**config.mk**
```make
export PLATFORM = sky130hd
export DESIGN_NAME = thdt_front
export DESIGN_NICKNAME = d
export VERILOG_FILES = /design/src/sv/thdt_pkg.sv /design/src/sv/thdt_front.sv
export SDC_FILE = /design/constraint.sdc
export NUM_CORES = 1
export LEC_CHECK = 0
export ABC_AREA = 1
export CORE_ASPECT_RATIO = 1.75
export CORE_MARGIN = 2
export CORE_UTILIZATION = 56
export DETAILED_ROUTE_END_ITERATION = 16
export DONT_BUFFER_PORTS = 1
export PLACE_DENSITY_LB_ADDON = 0.25
export SLEW_MARGIN = 0
export SYNTH_ARGS = -nofsm -noshare
export SYNTH_HDL_FRONTEND = slang
export SYNTH_SLANG_ARGS = --single-unit
```
**constraint.sdc**
```tcl
create_clock -name clock -period 3.42 [get_ports clock]
set_input_delay 0.171 -clock clock [delete_from_list [all_inputs] [get_ports clock]]
set_output_delay 0.171 -clock clock [all_outputs]
set_load 0.02 [all_outputs]
```
**src/sv/thdt_pkg.sv**
```systemverilog
// Shared types and constants for the thermistor divider to temperature block.
// No dependencies; every other file imports this package.
package thdt_pkg;

   localparam int VOLT_W  = 16;
   localparam int FIX_W   = 20;
   localparam int CNT_W   = 6;
   localparam int RES_W   = 32;
   localparam int TEMP_W  = 9;
   localparam int OUT_T_W = 17;
   localparam int STAT_W  = 2;

   // Divider shift register width and step counts
   localparam int QW = 52;
   localparam int DW = 33;
   localparam logic [5:0] DIV1_STEPS = 6'd40;
   localparam logic [5:0] DIV2_STEPS = 6'd52;

   localparam logic [1:0] REG_SUPPLY  = 2'd0;
   localparam logic [1:0] REG_FIXED   = 2'd1;
   localparam logic [1:0] REG_ENTRIES = 2'd2;

   localparam logic [STAT_W-1:0] STAT_IN_RANGE = 2'd0;
   localparam logic [STAT_W-1:0] STAT_TOO_HOT  = 2'd1;
   localparam logic [STAT_W-1:0] STAT_TOO_COLD = 2'd2;

   localparam logic CMD_LOAD    = 1'b0;
   localparam logic CMD_CONVERT = 1'b1;

   localparam logic PHASE_RES  = 1'b0;
   localparam logic PHASE_TEMP = 1'b1;

   typedef struct packed {
      logic                     is_load;
      logic                     load_ok;
      logic [4:0]               index;
      logic [RES_W-1:0]         res;
      logic signed [TEMP_W-1:0] temp;
      logic [VOLT_W-1:0]        volt;
   } item_type;

   typedef struct packed {
      logic [VOLT_W-1:0] supply;
      logic [FIX_W-1:0]  fixed;
      logic [CNT_W-1:0]  entries;
   } cfg_type;

   typedef enum logic [3:0] {
      S_IDLE,
      S_PREP,
      S_DIV,
      S_WALK,
      S_WALK_END,
      S_EVAL,
      S_MUL_A,
      S_MUL_B,
      S_SUM,
      S_DONE
   } state_type;

endpackage

```
**src/sv/thdt_front.sv**
```systemverilog
// Front end: accepts request transactions and classifies them into queue items.
// Depends on thdt_pkg.
module thdt_front import thdt_pkg::*; #(
   parameter int TABLE_DEPTH = 32
) (
   input  logic                     clock,
   input  logic                     reset,
   input  logic                     req_valid,
   output logic                     req_stall,
   input  logic                     req_command,
   input  logic [4:0]               req_entry_index,
   input  logic [RES_W-1:0]         req_entry_resistance,
   input  logic signed [TEMP_W-1:0] req_entry_temperature,
   input  logic [VOLT_W-1:0]        req_divider_voltage,
   input  logic                     q_full,
   output logic                     item_valid,
   output item_type                 item
);

   logic     v_ff, v_in;
   item_type item_ff, item_in;
   logic     accept;

   assign req_stall  = v_ff & q_full;
   assign accept     = req_valid & ~req_stall;
   assign item_valid = v_ff;
   assign item       = item_ff;

   always_comb begin
      item_in.is_load = (req_command == CMD_LOAD);
      // loads beyond the table are dropped by the back end
      item_in.load_ok = ({4'b0, req_entry_index} < 9'(TABLE_DEPTH));
      item_in.index   = req_entry_index;
      item_in.res     = req_entry_resistance;
      item_in.temp    = req_entry_temperature;
      item_in.volt    = req_divider_voltage;
      if (accept) begin
         v_in = 1'b1;
      end else if (~q_full) begin
         v_in = 1'b0;
      end else begin
         v_in = v_ff;
      end
   end

   always_ff @(posedge clock) begin
      if (reset) begin
         v_ff <= 1'b0;
      end else begin
         v_ff <= v_in;
      end
   end

   always_ff @(posedge clock) begin
      if (accept) begin
         item_ff <= item_in;
      end
   end

endmodule

```
==> flow_summary.json <==
{
  "path_clk_slew_ns": 0.06,
  "grt_max_degree": 28,
  "antenna_found_initial": 0,
  "critPathLaunchType": "flop",
  "num_antenna_cells": 0,
  "setup_viol": 0,
  "cts_made_buffers": 9,
  "yosys_warnings": 0,
  "final_common_cell": "dlygate4sd3_1",
  "tns_ns": 0,
  "startpoint": "item_valid",
  "htree_num_levels": 3,
  "grt_overflow": 0,
  "dr_total_vias": 1006,
  "ys_seq_area_frac": 0.978,
  "grt_pass1_vias": 1092,
  "io_pins": 133,
  "area_growth_pct": 45.4,
  "dp_hpwl_um": 2290,
  "dieArea_um2": 4000,
  "cts_tree": "yes",
  "core_region_area_um2": 3360,
  "end_kind": "flop",
  "clkLatencyLatePin_ns": 0.31,
  "crit_fanout": 27,
  "grt_pass1_wl_um": 5490,
  "reg2reg_slack_ns": 1.54,
  "maxCapViolCount": 0,
  "clock_skew_ns": 0.00513,
  "reg2reg_from": "item_valid",
  "die_w_um": 48.7,
  "max_slew_margin": 0.527,
  "rows": 28,
  "cts_setup_buffers": 0,
  "fin_cells": 198,
  "period_share": 0.549,
  "cts_max_path_buffers": 2,
  "reg2reg_to": "item[1]",
  "clkSinkCount": 64,
  "wirelength_um": 4100,
  "io_buffers": 0,
  "drv_slew": 0,
  "die_y_um": 82.2,
  "drive_gt1_frac": 0.118,
  "status": "completed",
  "fin_crit_ns": 1.88,
  "viasPerCell": 5.08,
  "hp-class": "in -> reg",
  "p_leak_nw": 1.01,
  "route.detailed.drc": 0,
  "syn_area_um2": 1960,
  "crit_path_end": "item[1]",
  "first_pass_iters": 4,
  "worst_pin_slew_ns": 0.707,
  "critical_path_class": "reg -> reg",
  "fmax_mhz": 532,
  "dp.cells": 118,
  "drt-wirelength-per-cell_um": 20.7,
  "synth_cells": 72,
  "grt_setup_unrepaired": "no",
  "cts_root_buf": "clkbuf_8",
  "gp_congestion": 0.669,
  "drt_iter0_drc": 28,
  "hold_viol": 0,
  "mostFrequentLayoutCells": "dlygate4sd3_1, edfxtp_1, clkbuf_8",
  "initial_core_util": 0.581,
  "syn_avg_cell_area_um2": 27.2,
  "powerDensity_nw_per_um2": 582,
  "yosysUniqueCellTypes": 9,
  "track_usage": 0.203,
  "fin_nets": 215,
  "syn_nets": 139,
  "max-vdd-ir-drop_mv": 0.556,
  "cp_data_arrival_time_ns": 1.88,
  "reg2regPathDepth": 4,
  "ant_nets": 0,
  "ys_ff_latch": 64,
  "required_ns": 3.42
}
cell families (layout without fill, tap and decap cells):
kind of cell	after synthesis	count (layout)	synth area share
AND/OR/NAND/NOR	2	2	0.00640
buffers and inverters	4	85	0.00960
flip-flops	64	64	0.978
AO/OA/AOI/OAI	1	1	0.00448
other	1	1	0.00192
critical path, stage by stage, from the launching register on:
cell and delay [ns]:
dfxtp_1 0.39, nand2_2 0.13, inv_2 0.09, nor2_4 0.56, buf_4 0.40
where the power goes:
part           switching, mW  internal (mW)
Sequential            0.0731          0.921
Clock                  0.246          0.330
Combinational         0.0343         0.0521
Total                  0.353           1.30
worst min path at each step:
stage | start | end | slack, ns | cells past startpoint
2_1_floorplan | reset | item_valid | 0.23 | 1
3_3_place_gp | reset | item_valid | 0.23 | 1
3_5_place_dp | reset | item_valid | 0.24 | 1
4_1_cts | q_full | item_valid | 0.004 | 2
5_1_grt | q_full | item_valid | 0.03 | 2
6_report | q_full | item_valid | 0.04 | 2
metrics by stage:
| stage | hold slack [ns] | setup WS, ns | instance area (um2) | power, mW | util |
|---|---|---|---|---|---|
| floorplan | 0.233 | 0.819 | 1960 | 1.02 | - |
| global placement | 0.235 | 1.65 | 2020 | 1.03 | 0.602 |
| detailed placement | 0.237 | 1.54 | 2020 | 1.04 | 0.602 |
| CTS | 0.00381 | 1.53 | 2840 | 1.67 | 0.846 |
| global route | 0.0282 | 1.44 | 2840 | 1.71 | 0.846 |
| finish | 0.0436 | 1.54 | 2840 | 1.66 | 0.846 |
Yosys cell counts:
cell type	instances	area [um2]
a21oi_2	1	8.76
buf_4	1	7.51
conb_1	1	3.75
dfxtp_1	1	20.0
edfxtp_1	63	1890
inv_1	2	7.51
inv_2	1	3.75
nand2_2	1	6.26
nor2_2	1	6.26
cell type report:
cell class / count / area, um2
multi-input cells: 4 / 30.0
repair buffers: 66 / 656
flip-flops and latches: 64 / 1910
clock buffers: 11 / 131
well taps: 45 / 56.3
fillers: 174 / 519
clock inverters: 5 / 47.5
inverters: 3 / 11.3
repair_timing:
action	4_1_cts	5_1_grt
hold buffers	64	0
endpoints found under the hold margin	64	0
resized for setup	0	0
sequential cells by signal, summed over array words and instances (netlist names):
signal / count
item_valid: 1
item: 63
metal layers:
layer  up-vias  wire, um  track usage
li1        431         -            -
met1       480      1400        0.205
met2        88      2230        0.358
met3         7       377       0.0917
met4         0        85       0.0971
met5         -         0            0
(Power assumes the default switching activity.)
