<file path="src/sv/thdt_pkg.sv">
// Shared types and constants for the thermistor divider to temperature block.
// No dependencies; every other file imports this package.
package thdt_pkg;

   localparam int VOLT_W  = 16;
   localparam int FIX_W   = 20;
   localparam int CNT_W   = 6;
   localparam int RES_W   = 32;
   localparam int TEMP_W  = 9;
   localparam int OUT_T_W = 17;
   localparam int STAT_W  = 2;

   // Divider shift register width and step counts
   localparam int QW = 52;
   localparam int DW = 33;
   localparam logic [5:0] DIV1_STEPS = 6'd40;
   localparam logic [5:0] DIV2_STEPS = 6'd52;

   localparam logic [1:0] REG_SUPPLY  = 2'd0;
   localparam logic [1:0] REG_FIXED   = 2'd1;
   localparam logic [1:0] REG_ENTRIES = 2'd2;

   localparam logic [STAT_W-1:0] STAT_IN_RANGE = 2'd0;
   localparam logic [STAT_W-1:0] STAT_TOO_HOT  = 2'd1;
   localparam logic [STAT_W-1:0] STAT_TOO_COLD = 2'd2;

   localparam logic CMD_LOAD    = 1'b0;
   localparam logic CMD_CONVERT = 1'b1;

   localparam logic PHASE_RES  = 1'b0;
   localparam logic PHASE_TEMP = 1'b1;

   typedef struct packed {
      logic                     is_load;
      logic                     load_ok;
      logic [4:0]               index;
      logic [RES_W-1:0]         res;
      logic signed [TEMP_W-1:0] temp;
      logic [VOLT_W-1:0]        volt;
   } item_type;

   typedef struct packed {
      logic [VOLT_W-1:0] supply;
      logic [FIX_W-1:0]  fixed;
      logic [CNT_W-1:0]  entries;
   } cfg_type;

   typedef enum logic [3:0] {
      S_IDLE,
      S_PREP,
      S_DIV,
      S_WALK,
      S_WALK_END,
      S_EVAL,
      S_MUL_A,
      S_MUL_B,
      S_SUM,
      S_DONE
   } state_type;

endpackage

</file>
<file path="src/sv/thdt_back.sv">
// Conversion engine: table memory, resistance division, table walk,
// interpolation and a shared restoring divider. Depends on thdt_pkg.
module thdt_back import thdt_pkg::*; #(
   parameter int TABLE_DEPTH = 32
) (
   input  logic                      clock,
   input  logic                      reset,
   input  cfg_type                   cfg,
   input  logic                      q_valid,
   input  item_type                  q_item,
   output logic                      q_pop,
   output logic                      rsp_valid,
   input  logic                      rsp_stall,
   output logic signed [OUT_T_W-1:0] rsp_temperature,
   output logic [RES_W-1:0]          rsp_resistance,
   output logic [STAT_W-1:0]         rsp_range_status
);

   localparam int AW = (TABLE_DEPTH > 1) ? $clog2(TABLE_DEPTH) : 1;
   localparam int IW = (AW > 5) ? AW : 5;
   localparam int MW = RES_W + TEMP_W;

   state_type state_ff, state_in;

   logic [MW-1:0] mem [TABLE_DEPTH];
   logic [MW-1:0] mem_q_ff;
   logic [IW-1:0] widx;

   logic [VOLT_W-1:0]        volt_ff, volt_in;
   logic [RES_W-1:0]         r_ff, r_in;
   logic [QW-1:0]            q_ff, q_in;
   logic [DW-1:0]            rem_ff, rem_in, div_ff, div_in;
   logic [5:0]               cnt_ff, cnt_in;
   logic                     phase_ff, phase_in;
   logic [AW-1:0]            a_ff, a_in, rd_j_ff, rd_j_in;
   logic                     rd_v_ff, rd_v_in;
   logic [MW-1:0]            prev_ff, prev_in, e0_ff, e0_in, el_ff, el_in;
   logic [RES_W-1:0]         rhi_ff, rhi_in, rlo_ff, rlo_in;
   logic signed [TEMP_W-1:0] thi_ff, thi_in, tlo_ff, tlo_in;
   logic signed [33:0]       diff_ff, diff_in;
   logic signed [9:0]        dt_ff, dt_in;
   logic signed [42:0]       p1_ff, p1_in, p2_ff, p2_in;
   logic                     neg_ff, neg_in;
   logic [OUT_T_W-1:0]       t_ff, t_in;
   logic [STAT_W-1:0]        st_ff, st_in;
   logic                     rsp_v_ff, rsp_v_in;
   logic signed [OUT_T_W-1:0] o_t_ff, o_t_in;
   logic [RES_W-1:0]         o_r_ff, o_r_in;
   logic [STAT_W-1:0]        o_s_ff, o_s_in;

   logic [8:0]          n9;
   logic [AW-1:0]       last;
   logic                out_free, div_last, mem_we;
   logic [DW:0]         shifted;
   logic [DW+1:0]       trial;
   logic                ge;
   logic [QW-1:0]       qn;
   logic [35:0]         prod;
   logic signed [33:0]  span_s;
   logic signed [43:0]  sum;
   logic signed [QW-1:0] num;
   logic [RES_W-1:0]    cur_res, prev_res;

   // entry count clamped to 2..TABLE_DEPTH
   always_comb begin
      n9 = {3'b0, cfg.entries};
      if (n9 < 9'd2) begin
         n9 = 9'd2;
      end
      if (n9 > 9'(TABLE_DEPTH)) begin
         n9 = 9'(TABLE_DEPTH);
      end
      last = AW'(n9 - 9'd1);
   end

   assign out_free  = ~rsp_v_ff | ~rsp_stall;
   assign div_last  = (cnt_ff == 6'd1);
   assign q_pop     = (state_ff == S_IDLE);
   assign mem_we    = (state_ff == S_IDLE) & q_valid & q_item.is_load & q_item.load_ok;
   assign widx      = IW'(q_item.index);
   assign cur_res   = mem_q_ff[MW-1:TEMP_W];
   assign prev_res  = prev_ff[MW-1:TEMP_W];

   always_ff @(posedge clock) begin
      if (mem_we) begin
         mem[widx[AW-1:0]] <= {q_item.res, q_item.temp};
      end
      mem_q_ff <= mem[a_ff];
   end

   // next state
   always_comb begin
      state_in = state_ff;
      unique case (state_ff)
         S_IDLE: begin
            if (q_valid && !q_item.is_load) begin
               state_in = S_PREP;
            end
         end
         S_PREP: begin
            if (volt_ff >= cfg.supply || volt_ff == '0) begin
               state_in = S_WALK;
            end else begin
               state_in = S_DIV;
            end
         end
         S_DIV: begin
            if (div_last) begin
               state_in = (phase_ff == PHASE_RES) ? S_WALK : S_DONE;
            end
         end
         S_WALK: begin
            if (a_ff == last) begin
               state_in = S_WALK_END;
            end
         end
         S_WALK_END: state_in = S_EVAL;
         S_EVAL: begin
            if (r_ff <= el_ff[MW-1:TEMP_W] || r_ff >= e0_ff[MW-1:TEMP_W]) begin
               state_in = S_DONE;
            end else begin
               state_in = S_MUL_A;
            end
         end
         S_MUL_A: state_in = S_MUL_B;
         S_MUL_B: state_in = S_SUM;
         S_SUM:   state_in = S_DIV;
         S_DONE: begin
            if (out_free) begin
               state_in = S_IDLE;
            end
         end
         default: state_in = S_IDLE;
      endcase
   end

   // datapath
   always_comb begin
      volt_in  = volt_ff;
      r_in     = r_ff;
      q_in     = q_ff;
      rem_in   = rem_ff;
      div_in   = div_ff;
      cnt_in   = cnt_ff;
      phase_in = phase_ff;
      a_in     = a_ff;
      rd_v_in  = 1'b0;
      rd_j_in  = rd_j_ff;
      prev_in  = prev_ff;
      e0_in    = e0_ff;
      el_in    = el_ff;
      rhi_in   = rhi_ff;
      rlo_in   = rlo_ff;
      thi_in   = thi_ff;
      tlo_in   = tlo_ff;
      diff_in  = diff_ff;
      dt_in    = dt_ff;
      p1_in    = p1_ff;
      p2_in    = p2_ff;
      neg_in   = neg_ff;
      t_in     = t_ff;
      st_in    = st_ff;
      o_t_in   = o_t_ff;
      o_r_in   = o_r_ff;
      o_s_in   = o_s_ff;
      rsp_v_in = rsp_v_ff & rsp_stall;

      shifted = {rem_ff, q_ff[QW-1]};
      trial   = {1'b0, shifted} - {2'b0, div_ff};
      ge      = ~trial[DW+1];
      qn      = {q_ff[QW-2:0], ge};
      prod    = cfg.fixed * (cfg.supply - volt_ff);
      span_s  = $signed({2'b0, rhi_ff}) - $signed({2'b0, rlo_ff});
      sum     = p1_ff + p2_ff;
      num     = {sum, 8'b0};

      // table walk: data for entry rd_j_ff arrives in the cycle after its address
      if (rd_v_ff) begin
         prev_in = mem_q_ff;
         if (rd_j_ff == '0) begin
            e0_in = mem_q_ff;
         end else if (rd_j_ff == AW'(1) || (prev_res >= r_ff && cur_res < r_ff)) begin
            rhi_in = prev_res;
            rlo_in = cur_res;
            thi_in = prev_ff[TEMP_W-1:0];
            tlo_in = mem_q_ff[TEMP_W-1:0];
         end
         if (rd_j_ff == last) begin
            el_in = mem_q_ff;
         end
      end

      unique case (state_ff)
         S_IDLE: begin
            volt_in = q_item.volt;
            a_in    = '0;
         end
         S_PREP: begin
            if (volt_ff >= cfg.supply) begin
               r_in = '0;
            end else if (volt_ff == '0) begin
               r_in = '1;
            end else begin
               q_in     = {prod, 16'b0};
               rem_in   = '0;
               div_in   = {17'b0, volt_ff};
               cnt_in   = DIV1_STEPS;
               phase_in = PHASE_RES;
            end
         end
         S_DIV: begin
            rem_in = ge ? trial[DW-1:0] : shifted[DW-1:0];
            q_in   = qn;
            cnt_in = cnt_ff - 6'd1;
            if (div_last) begin
               if (phase_ff == PHASE_RES) begin
                  r_in = (qn[39:32] != '0) ? '1 : qn[31:0];
               end else begin
                  t_in  = neg_ff ? (OUT_T_W'(0) - qn[OUT_T_W-1:0]) : qn[OUT_T_W-1:0];
                  st_in = STAT_IN_RANGE;
               end
            end
         end
         S_WALK: begin
            rd_v_in = 1'b1;
            rd_j_in = a_ff;
            if (a_ff != last) begin
               a_in = a_ff + AW'(1);
            end
         end
         S_WALK_END: begin
         end
         S_EVAL: begin
            if (r_ff <= el_ff[MW-1:TEMP_W]) begin
               t_in  = {el_ff[TEMP_W-1:0], 8'b0};
               st_in = STAT_TOO_HOT;
            end else if (r_ff >= e0_ff[MW-1:TEMP_W]) begin
               t_in  = {e0_ff[TEMP_W-1:0], 8'b0};
               st_in = STAT_TOO_COLD;
            end
            div_in  = (span_s <= 34'sd0) ? DW'(1) : span_s[DW-1:0];
            diff_in = $signed({2'b0, r_ff}) - $signed({2'b0, rlo_ff});
            dt_in   = 10'(thi_ff) - 10'(tlo_ff);
         end
         S_MUL_A: begin
            p1_in = tlo_ff * $signed({1'b0, div_ff});
         end
         S_MUL_B: begin
            p2_in = diff_ff * dt_ff;
         end
         S_SUM: begin
            neg_in   = num[QW-1];
            q_in     = num[QW-1] ? (QW'(0) - num) : num;
            rem_in   = '0;
            cnt_in   = DIV2_STEPS;
            phase_in = PHASE_TEMP;
         end
         S_DONE: begin
            if (out_free) begin
               rsp_v_in = 1'b1;
               o_t_in   = t_ff;
               o_r_in   = r_ff;
               o_s_in   = st_ff;
            end
         end
         default: begin
         end
      endcase
   end

   always_ff @(posedge clock) begin
      if (reset) begin
         state_ff <= S_IDLE;
         rsp_v_ff <= 1'b0;
         rd_v_ff  <= 1'b0;
      end else begin
         state_ff <= state_in;
         rsp_v_ff <= rsp_v_in;
         rd_v_ff  <= rd_v_in;
      end
   end

   always_ff @(posedge clock) begin
      volt_ff  <= volt_in;
      r_ff     <= r_in;
      q_ff     <= q_in;
      rem_ff   <= rem_in;
      div_ff   <= div_in;
      cnt_ff   <= cnt_in;
      phase_ff <= phase_in;
      a_ff     <= a_in;
      rd_j_ff  <= rd_j_in;
      prev_ff  <= prev_in;
      e0_ff    <= e0_in;
      el_ff    <= el_in;
      rhi_ff   <= rhi_in;
      rlo_ff   <= rlo_in;
      thi_ff   <= thi_in;
      tlo_ff   <= tlo_in;
      diff_ff  <= diff_in;
      dt_ff    <= dt_in;
      p1_ff    <= p1_in;
      p2_ff    <= p2_in;
      neg_ff   <= neg_in;
      t_ff     <= t_in;
      st_ff    <= st_in;
      o_t_ff   <= o_t_in;
      o_r_ff   <= o_r_in;
      o_s_ff   <= o_s_in;
   end

   assign rsp_valid        = rsp_v_ff;
   assign rsp_temperature  = o_t_ff;
   assign rsp_resistance   = o_r_ff;
   assign rsp_range_status = o_s_ff;

endmodule
</file>
<file path="config.mk">
export PLATFORM = sky130hd
export DESIGN_NAME = thdt_back
export DESIGN_NICKNAME = d
export VERILOG_FILES = /design/src/sv/thdt_pkg.sv /design/src/sv/thdt_back.sv
export SDC_FILE = /design/constraint.sdc
export NUM_CORES = 2
export LEC_CHECK = 0
export BUFFER_PORTS_ARGS = -buffer_cell sky130_fd_sc_hd__buf_2
export CAP_MARGIN = 20
export CORE_UTILIZATION = 35
export CTS_BUF_LIST = sky130_fd_sc_hd__clkbuf_2 sky130_fd_sc_hd__clkbuf_4 sky130_fd_sc_hd__clkbuf_8
export DETAILED_ROUTE_END_ITERATION = 8
export PLACE_DENSITY = 0.52
export SETUP_SLACK_MARGIN = 0.05
export SKIP_LAST_GASP = 1
export SLEW_MARGIN = 20
export SYNTH_ARGS = -nofsm -noshare
export SYNTH_HDL_FRONTEND = slang
export SYNTH_SLANG_ARGS = --single-unit
</file>
<file path="constraint.sdc">
create_clock -name clock -period 12.4 [get_ports clock]
set_clock_uncertainty 0.1 [all_clocks]
set_input_delay 1.86 -clock clock [delete_from_list [all_inputs] [get_ports clock]]
set_output_delay 1.86 -clock clock [all_outputs]
set_load 0.01 [all_outputs]
</file>
==> key figures <==
Status
  – Status: complete, no violations

Yosys
  – Sequential area share after synthesis: 0.505
  – Synthesis warning total: 0
  – Post-synth EDFFs: 1900
  – Adder-Cell Fraction of Synth Area: 0.201
  – #FFs+latches synth: 1947
  – Synth unique cells: 100
  – Simple-Gate Fraction of Synth Area: 0.0777
  – Synth Area in Compound Gates: 0.0596
  – Post-synthesis mux area share: 0.0880
  – Xor-xnor portion of the synthesized cell area: 0.0232
  – Syn_nets: 9942
  – FFs w/ async S/R, synth: 0
  – Main combinational cell family by area after synthesis: adder cells
  – Syn Inst Count: 8445
  – Predominant post-synthesis flop cell: edfxtp_1
  – Cell area after synthesis: 115000 um2
  – Average size of a mapped cell: 13.6 um2

CTS
  – Clock Latency Late Sink: 970 ps
  – Hold buffers post-CTS: 0
  – CTS Buffer Depth: 4
  – CTS buffer count: 338
  – Clk sinks: 1947
  – CTS root buffer: clkbuf_8
  – CTS resizes: 0
  – H-tree lvl count: 5
  – Setup Buffers After CTS: 0
  – CTS tree: yes
  – CTS clk-pin slew, worst paths: 60 ps

Placed design
  – GPL Wtd Cong: 0.901
  – Post-DP HPWL: 231000 um
  – PortBufs: 162

Timing
  – Slew Viols, Final: 0
  – Tcrit/Tclk final: 0.834
  – Endpoints failing setup: 0
  – Hold Fails Final Rpt: 0
  – Fmax: 96.7 MHz
  – Worst Max-Slew Pin Slew: 1140 ps
  – Setup_tns: 0 ps
  – Worst rel slew slack: 0.237
  – Final min period: 10340 ps
  – RSZ-0062 raised after global routing: false

GRT
  – First-pass GRT wire length: 491000 um
  – Largest net degree at the start of global routing: 107
  – Total congestion overflow: 0
  – GRT Total Usage: 0.202
  – Vias in the first global route: 73200
  – Initial antenna violation count: 49

Critical path
  – Setup CP Type: in -> reg
  – Buf/Inv on CP: 5
  – Max stage delay cell, worst path: fa_1
  – Worst-path fanout max: 11
  – Worst endpoint data arrival time: 10890 ps
  – Cell family with most CP delay: compound AO/OA/AOI/OAI gates
  – Critical Path Most Common Cell: fa_1
  – Critical path's largest stage delay: 560 ps
  – Startpoint class of the critical path: primary input
  – Worst EP required: 12950 ps
  – Critical path endpoint category: register

Route
  – Via count: 69200
  – Routed Antenna Nets: 0
  – Residual DRC: 0
  – Total length of routed wires: 335000 um
  – Drt first pass iters: 7
  – Routed WL per cell: 25.1 um
  – Vias per cell: 5.18
  – Iteration-0 DRC Markers: 5462

Floorplanning
  – I/O pin total: 163
  – Initial Util: 0.352
  – Row count: 210
  – Die Wd: 575 um
  – Die Span Y: 575 um
  – Die area: 331000 um2
  – Core box area: 327000 um2

Finish
  – Layout cells sized above 1: 0.156
  – Fill count: 30900
  – Final Net Count: 10200
  – Area Growth Syn to Fin: 11.4%

Job
  – Max-cap violations: 0

Min path
  – Worst min path class: reg -> reg
[per-stage QoR]
step / setup slack, ps / hold WS, ps / cell area (um2) / util / std cells
after floorplan: 2210 / 300 / 115000 / - / 8445
after global placement: 1230 / 304 / 121000 / 0.371 / 12700
after detailed placement: 1180 / 305 / 121000 / 0.371 / 12700
after CTS: 2210 / 276 / 128000 / 0.392 / 13400
after global routing: 1570 / 282 / 128000 / 0.392 / 13400
final: 2060 / 285 / 128000 / 0.392 / 13400
[cell type report]
type	count	area, um2	area share
inverters	1048	3940	0.0307
well taps	4346	5440	0.0425
repair buffers	293	1920	0.0150
clock inverters	151	1110	0.00870
diodes	9	22.5	0.000176
flip-flops and latches	1947	58000	0.453
clock buffers	454	5560	0.0434
multi-input cells	5112	52000	0.406
[layout by cell type (no fill, tap or decap), drive strengths merged, types with 32 or more instances in the layout]
cell type  synthesis  final
ha               619    619
xnor2            190    190
nor2b             92     92
mux2              60     60
buf               47    293
nor2             371    371
a21oi            303    303
inv             1045   1053
dfxtp             47     47
mux4             410    410
fa               768    768
edfxtp          1900   1900
nand2b           104    104
o21ai            193    193
nand3             58     58
nand2            766    766
nor3              53     53
nand4             56     56
clkbuf           291    454
or2               32     32
o21a              84     84
xor2             112    112
clkinv             3    122
and2             238    238
a21o             167    167
[logic make-up (layout without fill, tap and decap cells)]
group,count (synthesis),in the layout
multiplexers,489,489
AND/OR/NAND/NOR,1883,1883
buffers and inverters,1386,1946
XOR/XNOR,303,303
adder cells (fa/ha/maj),1387,1387
AO/OA/AOI/OAI,1049,1049
flip-flops,1947,1947
other,1,10
[path summary, 6_finish.rpt]
check	slack [ps]	from	to	depth (start not counted)
max reg2reg	2250	volt_ff[1]	q_ff[51]	36
min reg2reg	280	prev_ff[8]	thi_ff[8]	0
min	280	prev_ff[8]	thi_ff[8]	0
max	2060	cfg[27]	q_ff[50]	37
[synth_stat cells (all sizes together) (92+ instances only)]
cell type / number / area, um2
a21o: 167 / 1250
and2: 238 / 1490
nand2: 766 / 2880
nand2b: 104 / 651
xor2: 112 / 981
fa: 768 / 15400
o21ai: 193 / 966
xnor2: 190 / 1660
inv: 1045 / 3920
ha: 619 / 7740
nor2: 371 / 1400
mux4: 410 / 9230
edfxtp: 1900 / 57100
clkbuf: 291 / 1090
nor2b: 92 / 576
a21oi: 303 / 1540
[registers in the layout, summed over array words and instances, names as in the netlist, 33 cells and up]
| register | flops |
|---|---|
| mem | 1312 |
| q_ff | 52 |
| p1_ff | 43 |
| p2_ff | 43 |
| e0_ff | 41 |
| el_ff | 41 |
| mem_q_ff | 41 |
| prev_ff | 41 |
| diff_ff | 33 |
| div_ff | 33 |
| rem_ff | 33 |
[routing by layer]
layer	up-vias	wire (um)	GRT usage
met5	-	145	0
met4	24	11600	0.0689
met3	548	16800	0.0283
met2	1868	168000	0.352
met1	36200	138000	0.257
li1	30600	-	-
Power is not shown: default switching activity piles up to over one toggle a cycle in this logic, so the estimate is an artifact.
