===== config.mk =====
export PLATFORM = sky130hd
export DESIGN_NAME = thdt_queue
export DESIGN_NICKNAME = d
export VERILOG_FILES = /design/src/sv/thdt_pkg.sv /design/src/sv/thdt_queue.sv
export SDC_FILE = /design/constraint.sdc
export NUM_CORES = 1
export LEC_CHECK = 0
export BUFFER_PORTS_ARGS = -buffer_cell sky130_fd_sc_hd__buf_2
export CORE_MARGIN = 4
export CORE_UTILIZATION = 40
export DETAILED_ROUTE_END_ITERATION = 16
export PLACE_DENSITY = 0.64
export RECOVER_POWER = 50
export SETUP_SLACK_MARGIN = 0.2
export SYNTH_ARGS = -nofsm -noshare
export SYNTH_HDL_FRONTEND = slang
export SYNTH_SLANG_ARGS = --single-unit

===== constraint.sdc =====
create_clock -name clock -period 3.05 [get_ports clock]
set_input_delay 0.61 -clock clock [delete_from_list [all_inputs] [get_ports clock]]
set_output_delay 0.61 -clock clock [all_outputs]
set_load 0.05 [all_outputs]

===== src/sv/thdt_pkg.sv =====
// Shared types and constants for the thermistor divider to temperature block.
// No dependencies; every other file imports this package.
package thdt_pkg;

   localparam int VOLT_W  = 16;
   localparam int FIX_W   = 20;
   localparam int CNT_W   = 6;
   localparam int RES_W   = 32;
   localparam int TEMP_W  = 9;
   localparam int OUT_T_W = 17;
   localparam int STAT_W  = 2;

   // Divider shift register width and step counts
   localparam int QW = 52;
   localparam int DW = 33;
   localparam logic [5:0] DIV1_STEPS = 6'd40;
   localparam logic [5:0] DIV2_STEPS = 6'd52;

   localparam logic [1:0] REG_SUPPLY  = 2'd0;
   localparam logic [1:0] REG_FIXED   = 2'd1;
   localparam logic [1:0] REG_ENTRIES = 2'd2;

   localparam logic [STAT_W-1:0] STAT_IN_RANGE = 2'd0;
   localparam logic [STAT_W-1:0] STAT_TOO_HOT  = 2'd1;
   localparam logic [STAT_W-1:0] STAT_TOO_COLD = 2'd2;

   localparam logic CMD_LOAD    = 1'b0;
   localparam logic CMD_CONVERT = 1'b1;

   localparam logic PHASE_RES  = 1'b0;
   localparam logic PHASE_TEMP = 1'b1;

   typedef struct packed {
      logic                     is_load;
      logic                     load_ok;
      logic [4:0]               index;
      logic [RES_W-1:0]         res;
      logic signed [TEMP_W-1:0] temp;
      logic [VOLT_W-1:0]        volt;
   } item_type;

   typedef struct packed {
      logic [VOLT_W-1:0] supply;
      logic [FIX_W-1:0]  fixed;
      logic [CNT_W-1:0]  entries;
   } cfg_type;

   typedef enum logic [3:0] {
      S_IDLE,
      S_PREP,
      S_DIV,
      S_WALK,
      S_WALK_END,
      S_EVAL,
      S_MUL_A,
      S_MUL_B,
      S_SUM,
      S_DONE
   } state_type;

endpackage


===== src/sv/thdt_queue.sv =====
// Two-entry queue decoupling the front end from the conversion engine.
// Depends on thdt_pkg.
module thdt_queue import thdt_pkg::*; (
   input  logic     clock,
   input  logic     reset,
   input  logic     in_valid,
   input  item_type in_item,
   output logic     full,
   output logic     out_valid,
   output item_type out_item,
   input  logic     out_pop
);

   item_type   slot_ff [2];
   logic       wr_ff, wr_in, rd_ff, rd_in;
   logic [1:0] cnt_ff, cnt_in;
   logic       push, pop;

   assign full      = (cnt_ff == 2'd2);
   assign out_valid = (cnt_ff != 2'd0);
   assign out_item  = slot_ff[rd_ff];
   assign push      = in_valid & ~full;
   assign pop       = out_pop & out_valid;

   always_comb begin
      wr_in  = push ? ~wr_ff : wr_ff;
      rd_in  = pop ? ~rd_ff : rd_ff;
      cnt_in = cnt_ff + {1'b0, push} - {1'b0, pop};
   end

   always_ff @(posedge clock) begin
      if (reset) begin
         wr_ff  <= 1'b0;
         rd_ff  <= 1'b0;
         cnt_ff <= 2'd0;
      end else begin
         wr_ff  <= wr_in;
         rd_ff  <= rd_in;
         cnt_ff <= cnt_in;
      end
   end

   always_ff @(posedge clock) begin
      if (push) begin
         slot_ff[wr_ff] <= in_item;
      end
   end

endmodule


==> impl_metrics.toml, run 1 <==
[power]
leakage_nw = 2.294
ir_drop_v = 0.0006118
power_density_mw_per_mm2 = 1018

[critical_path]
crit_arrival_ns = 1.87
cp-start-kind = "flip-flop"
crit_type = "reg -> out"
reg2reg_slack_ns = 0.65
worstRegToRegCells = 5
cp_max_fo = 30
critPathCaptureType = "primary output"
timing.rr.start = "cnt_ff[0]"
required_ns = 2.44
rr_endpoint = "slot_ff[0][51]"

[clocking]
cts_sinks = 133
cts-resized-gates = 0
cts_inserted_buffers = 17
htreeDepth = 4
clk_latency_ns = 0.41
clkTransAtPathRegs_ns = 0.06
cts_tree = "yes"
cts_setup_buffers = 0
root_buffer = "clkbuf_16"
cts_max_path_buffers = 2
ctsHoldBuffers = 0

[synth]
synth_cell_types = 20
synth_seq_cells = 133
ys_seq_area_share_pct = 80.92
synthSimpleGateAreaFrac_pct = 1.027
muxShareOfSynthArea_pct = 14.79
synth_xor_area_share_pct = 0.5392
synth_top_family_by_area = "multiplexers"
yosysWarningCount = 0
syn-num-nets = 295
synthesis.instances = 225
synthAdderAreaFrac_pct = 0.5135
syn-cell-area_mm2 = 0.004873
synth_area_per_cell_um2 = 21.66
synth-compound-area-share_pct = 0.3594

[die]
die_x_um = 118.4
io_pins = 134
initial_utilization_pct = 40.74
core_mm2 = 0.01196
rows = 40
dieArea_mm2 = 0.01401
die_h_um = 118.4

[sta]
setup_viol = 0
hold_slack_ns = 0.3822
tightestPinTransition_ns = 1.370
slew_headroom_pct = 8.679
fin_ws_ns = 0.5669
min_period_over_period_pct = 81.41
final.setup_skew_ns = 0.01126
rsz0062_at_grt = "false"
fin_crit_ns = 2.483
clock.fmax_mhz = 402.7
finalSetupTns_ns = 0
slew_violations = 0
hold_violations = 0

[drt]
drt_pass1_iterations = 4
drc = 0
routed_wl_mm = 8.676
drt_iter0_markers = 106
antenna_left = 0
wire_per_inst_um = 16.19
vias_per_cell = 4.651
vias = 2493

[hold_path]
whs_path_depth = 1
hold_end = "slot_ff[0][38]"
hold_path_class = "in -> reg"
hp-start = "in_item[38]"

[global_routing]
grt_usage_pct = 13.42
gr-total-overflow = 0
grt_pass1_wl_mm = 14.21
grt_max_degree = 47
grt_pass1_vias = 2827
antenna_found_initial = 0

[layout]
seqCellArea_mm2 = 0.003945
layout.nets = 446
nFillCells = 990
multi_input_area_um2 = 838.3
layout-drive-gt1-share_pct = 49.61
synthToLayoutAreaGrowth_pct = 29.24
final_cell_count_no_fill = 536
finalCoreUtilization_pct = 52.66
final_cell_mix = "128 x edfxtp_1, 91 x buf_2, 64 x mux2_2"
diodes = 0
final_common_cell = "edfxtp_1"

[run_status]
status = "finished, final reports clean"

[place]
gp_congestion = 0.6936
io_buffers = 133
placed_cells = 504
hpwl_mm = 5.718
place_ws_ns = 0.9324

[job]
drv_cap = 0
## cell type report
cell class | count | area share, %
sequential | 133 | 62.63
clock inverter | 15 | 3.357
inverter | 4 | 0.2384
clock buffer | 17 | 6.754
multi-input combinational | 81 | 13.31
tap | 147 | 2.920
timing repair buffer | 139 | 10.79
## routing by layer
metal,vias to the layer above,wire [µm],track usage (%)
met4,0,109,5.865
met5,-,0,0
li1,1189,-,-
met2,87,4354,21.33
met1,1204,3552,15.13
met3,13,659,6.986
## cell usage after synthesis
cell      number  area share (%)
a21oi_1        1            0.10
and3_2         1            0.15
buf_4          1            0.15
buf_6          6             1.4
dfxtp_1        5             2.1
edfxtp_1     128              79
ha_1           2            0.51
inv_1          3            0.23
inv_2          1           0.077
mux2_2        64              15
nand2_1        1           0.077
nand2b_2       1            0.18
nor2_1         3            0.23
nor2b_1        1            0.13
o21a_1         1            0.15
o21ai_0        1            0.10
or2_2          1            0.13
or3_1          1            0.13
xnor2_1        2            0.36
xor2_1         1            0.18
## critical path, cell delays in order (launching register included)
cell	delay [ns]
dfxtp_2	0.60
buf_12	0.26
mux2_2	0.37
buf_2	0.21
## power by group
part | internal (W) | switching (W) | leakage [nW] | total, W
Sequential | 0.00227 | 0.0000820 | 1.24 | 0.00235
Combinational | 0.000539 | 0.00136 | 0.756 | 0.00190
Clock | 0.00144 | 0.000721 | 0.300 | 0.00216
Total | 0.00425 | 0.00216 | 2.29 | 0.00641
## stage by stage
step	area (µm²)	power, W
2_1_floorplan	4873	0.003919
3_3_place_gp	5719	0.004307
3_5_place_dp	5719	0.004329
4_1_cts	6356	0.006508
5_1_grt	6299	0.006691
6_report	6299	0.006413
## worst max-delay path by stage
stage                     slack (ns)              to  depth (start not counted)
after global placement          0.97  slot_ff[0][29]                          5
after floorplan                 0.38   slot_ff[0][0]                          3
after global routing            0.45  slot_ff[0][51]                          5
after detailed placement        0.93  slot_ff[0][28]                          5
after CTS                       0.51    out_item[45]                          3
final                           0.57    out_item[26]                          3
## state kept, by name (all words and copies together) (netlist names), named ones only
name     flops
cnt_ff       2
rd_ff        1
slot_ff    128
wr_ff        1
## kinds of logic after synthesis
| family | count (synthesis) |
|---|---|
| AOI/OAI and AO/OA | 3 |
| and+or+nand+nor | 9 |
| xor gates and xnor gates | 3 |
| buffers and inverters | 11 |
| muxes | 64 |
| DFF | 133 |
| adders and majority gates | 2 |
(Power assumes the default switching activity.)
==> inputs of run 2 (changes only) <==
Settings changed: PLACE_DENSITY 0.64 to 0.66.
Clock period 3.05 ns to 2 ns, I/O delays scaled along.
==> run 2 against run 1 <==
Global-route usage rose by 0.35 points. Count of clock-buffer cells in the layout grew 11. Die area unchanged. Sequential share of layout area fell by 4.5 points. First-iteration DRC count up 5.7%. Total power up 58%. Sequential power grew 51%. Setup slack got worse by 0.51 ns. Clock skew down 0.0054 ns.
==> impl_metrics.toml, run 2 (synthesis results as in run 1) <==
[run_status]
status = "finished, final reports clean"

[global_routing]
grt_max_degree = 36
grt_pass1_wl_mm = 14.83
antenna_found_initial = 0
grt_usage_pct = 13.77
grt_pass1_vias = 2892
gr-total-overflow = 0

[power]
leakage_nw = 2.502
p_total_w = 0.01010
ir_drop_v = 0.0008221
power_density_mw_per_mm2 = 1487

[drt]
routed_wl_mm = 9.154
vias = 2531
drc = 0
antenna_left = 0
drt_iter0_markers = 112
drt_pass1_iterations = 4
vias_per_cell = 4.722
wire_per_inst_um = 17.08

[place]
io_buffers = 133
gp_congestion = 0.7249
hpwl_mm = 5.684

[layout]
layout.nets = 446
layout-drive-gt1-share_pct = 49.36
synthToLayoutAreaGrowth_pct = 39.44
top_regs = "slot_ff (128), cnt_ff (2)"
diodes = 0
largest_reg_flops = 128
nFillCells = 948
regMostFlops = "slot_ff"
final_cell_mix = "128 x edfxtp_1, 48 x clkbuf_1, 44 x mux2_2, 44 x buf_6, 26 x buf_2"
final_common_cell = "edfxtp_1"

[sta]
rsz0062_at_grt = "true"
setup_viol = 0
fin_crit_ns = 1.946
slew_violations = 0
slew_headroom_pct = 67.36
finalSetupTns_ns = 0
hold_violations = 0
min_period_over_period_pct = 97.30
tightestPinTransition_ns = 0.4896
clock.fmax_mhz = 513.9
final.setup_skew_ns = 0.005874

[critical_path]
cp_top_family = "multiplexers"
critPathSlowestCell = "mux2_2"
cp_max_fo = 33
critPathCaptureType = "primary output"
crit_path_max_incr_delay_ns = 0.38
path_cells = "buf_12, mux2_2, buf_6"
cp-start-kind = "flip-flop"
required_ns = 1.60
crit_arrival_ns = 1.55
crit_type = "reg -> out"
crit_buf_inv = 2

[clocking]
cts_sinks = 133
clkTransAtPathRegs_ns = 0.05
htreeDepth = 4
cts_inserted_buffers = 17
cts_tree = "yes"
root_buffer = "clkbuf_16"
cts_setup_buffers = 0
clk_latency_ns = 0.40
cts_max_path_buffers = 2

[hold_path]
hold_path_class = "in -> reg"

[die]
initial_utilization_pct = 40.74
die_x_um = 118.4
dieArea_mm2 = 0.01401
die_h_um = 118.4
core_mm2 = 0.01196
rows = 40
io_pins = 134

[job]
drv_cap = 0
-- run 2: changes by cell type in the layout (fill, tap and decap cells not counted), moves of 2 or more --
cell and delta:
clkinv_1 -2, mux2_2 -20, bufinv_16 -5, buf_8 +19
clkbuf_8 +6, buf_2 -65, buf_6 +44, clkbuf_1 +7
clkinvlp_4 -3, buf_12 +2, buf_1 -2, mux2_4 +20
-- run 2: power by group --
part	internal, W	switching [W]
combinational	0.00148	0.00227
sequential	0.00346	0.0000964
clock	0.00177	0.00103
-- run 2: per-layer routing --
layer	up-vias	global-route usage [%]	part of all wire [%]
met5	-	0	0
li1	1194	-	-
met2	88	22.79	51
met1	1232	16.00	41
met4	0	6.083	1.6
met3	17	5.215	6.6
-- run 2: final timing paths --
path,slack [ns],startpoint,endpoint,cells after the start
worst min-delay path,0.18,in_item[18],slot_ff[0][18],1
worst max register to register,0.20,cnt_ff[0],slot_ff[0][59],5
worst max-delay path,0.05,flip-flop,out_item[12],3
worst min register to register,0.52,wr_ff,wr_ff,2
-- run 2: repair_timing --
item                                    CTS  global route
gates resized for setup                 148            19
endpoints found under the setup margin   64            64
hold buffers                              0             0
cloned                                    0             0
-- run 2: worst reg2reg max path: cells and delay by family (launching register included) --
kind | cells | cell delay (ns)
buffers and inverters | 3 | 0.39
flip-flops | 1 | 0.37
AND/OR/NAND/NOR | 2 | 0.69
-- run 2: area by class of cell --
cell class                 instances  area, µm²  area share, %
timing repair buffer             139       1175          17.29
inverter                           4      26.28         0.3867
tap                              147      183.9          2.707
clock inverter                     4      18.77         0.2762
clock buffer                      28      526.8          7.752
sequential                       133       3948          58.09
multi-input combinational         81      917.1          13.50
-- run 2: metrics by stage --
step / instance area (µm²) / util, % / cells / hold WS, ns / setup WS (ns)
2_1_floorplan: 4897 / - / 225 / 0.4561 / -0.007967
5_1_grt: 6795 / 56.81 / 536 / 0.1669 / -0.01213
6_report: 6795 / 56.81 / 536 / 0.1817 / 0.05398
3_3_place_gp: 5781 / 48.33 / 504 / 0.4717 / 0.4080
3_5_place_dp: 5781 / 48.33 / 504 / 0.5050 / 0.3927
4_1_cts: 6800 / 56.85 / 536 / 0.1598 / 0.007662
==> inputs of run 3 (changes only) <==
Settings changed: CELL_PAD_IN_SITES_DETAIL_PLACEMENT from default to 1, CELL_PAD_IN_SITES_GLOBAL_PLACEMENT from default to 1, CORE_UTILIZATION 40 to 39, PLACE_DENSITY 0.66 to 0.75.
==> run 3 against run 2 <==
First-iteration DRC count is 20% higher. Sequential power hardly changed. Critical path type unchanged. Largest power group unchanged. Clock power is 3% lower. Non-clock buffer count is 10 higher. Setup slack worse by 0.041 ns. Clock skew is 0.0024 ns higher. Combinational power is 23% higher. Count of clock-buffer cells in the layout is 2 lower. Cell area is 8.0% higher. Largest cell class unchanged.
==> impl_metrics.toml, run 3 (synthesis results as in run 1) <==
[global_routing]
antenna_found_initial = 1
grt_usage_pct = 15.29
gr-total-overflow = 0
grt_pass1_wl_mm = 16.13
grt_pass1_vias = 2992
grt_max_degree = 35

[layout]
final_common_cell = "edfxtp_1"
diodes = 0
nFillCells = 1089
final_cell_mix = "128 x edfxtp_1, 60 x mux2_4, 60 x buf_8"
synthToLayoutAreaGrowth_pct = 50.63
final_cell_count_no_fill = 567
finalCoreUtilization_pct = 60.61
layout.nets = 456
layout-drive-gt1-share_pct = 49.87
largest_reg_flops = 128
top_regs = "slot_ff (128), cnt_ff (2)"
regMostFlops = "slot_ff"

[clocking]
cts_tree = "yes"
cts_inserted_buffers = 17
cts_max_path_buffers = 2
clk_latency_ns = 0.41
clkTransAtPathRegs_ns = 0.05
htreeDepth = 4
root_buffer = "clkbuf_16"
cts_sinks = 133

[sta]
final.setup_skew_ns = 0.008232
min_period_over_period_pct = 99.36
setup_viol = 0
hold_slack_ns = 0.1765
fin_crit_ns = 1.987
hold_violations = 0
slew_violations = 0
clock.fmax_mhz = 503.2
fin_ws_ns = 0.01275
tightestPinTransition_ns = 0.5254
rsz0062_at_grt = "true"
slew_headroom_pct = 64.97

[power]
p_total_w = 0.01089
ir_drop_v = 0.0007206
leakage_nw = 2.791
power_density_mw_per_mm2 = 1483

[drt]
drt_iter0_markers = 134
drc = 0
routed_wl_mm = 11.05
wire_per_inst_um = 19.49
vias = 2603
vias_per_cell = 4.591
antenna_left = 0
drt_pass1_iterations = 4

[critical_path]
critPathSlowestCell = "dfxtp_4"
required_ns = 1.60
crit_buf_inv = 3
timing.rr.start = "cnt_ff[0]"
critPathCaptureType = "primary output"
crit_path_max_incr_delay_ns = 0.40
reg2reg_slack_ns = 0.26
cp_max_fo = 5
path_cells = "buf_12, clkbuf_16, mux2_4, buf_8"
cp-start-kind = "flip-flop"
crit_type = "reg -> out"
crit_arrival_ns = 1.59
cp_top_family = "buffers and inverters"

[place]
placed_cells = 525
io_buffers = 133
gp_congestion = 0.6671
hpwl_mm = 6.460
place_ws_ns = 0.3535

[run_status]
status = "finished, final reports clean"

[job]
drv_cap = 0

[die]
core_mm2 = 0.01211
die_h_um = 119.8
die_x_um = 119.8
io_pins = 134
dieArea_mm2 = 0.01435
initial_utilization_pct = 40.24
rows = 40

[hold_path]
hold_path_class = "in -> reg"
hp-start = "in_item[48]"
run 3: changes by cell type in the layout (fill, tap and decap cells not counted), sizes merged:
cell,change
clkbuf,+4
clkinv,+2
buf,+4
run 3: area by class of cell:
type                    count  area, µm²  share of cell area, %
clock buffers              26      499.2                  6.801
clock inverters             6      28.78                 0.3920
inverters                   4      26.28                 0.3579
multi-input cells          81       1066                  14.52
flip-flops and latches    133       3948                  53.78
well taps                 168      210.2                  2.863
repair buffers            149       1563                  21.29
run 3: what timing repair did:
item | 4_1_cts | 5_1_grt
hold buffers | 0 | 0
gates cloned | 3 | 4
pin swaps | 0 | 0
setup buffers | 3 | 0
resized for setup | 179 | 75
endpoints found under the setup margin | 64 | 64
run 3: worst paths after layout:
path / endpoint / cells past startpoint
setup / recovery: out_item[23] / 4
setup reg to reg: slot_ff[0][23] / 5
hold reg to reg: wr_ff / 2
hold / removal: slot_ff[0][48] / 1
run 3: metrics by stage:
stage	area [µm²]	TNS [ns]
final	7341	0
after global routing	7341	-0.5353
after CTS	7043	-0.02471
after detailed placement	5813	0
after global placement	5813	0
after floorplan	4897	-0.5099
run 3: power breakdown:
part / leakage (nW) / switching [W] / internal, W
registers: 1.24 / 0.000116 / 0.00347
clock network: 0.265 / 0.00102 / 0.00170
logic: 1.29 / 0.00250 / 0.00209
total: 2.79 / 0.00364 / 0.00725
run 3: metal layers:
layer  up-vias  routed length, µm  global-route usage [%]
li1       1207                  -                       -
met1      1286               4426                   17.04
met2        89               5826                   26.73
met3        19                611                   5.184
met4         2                172                   6.442
met5         -                 12                       0
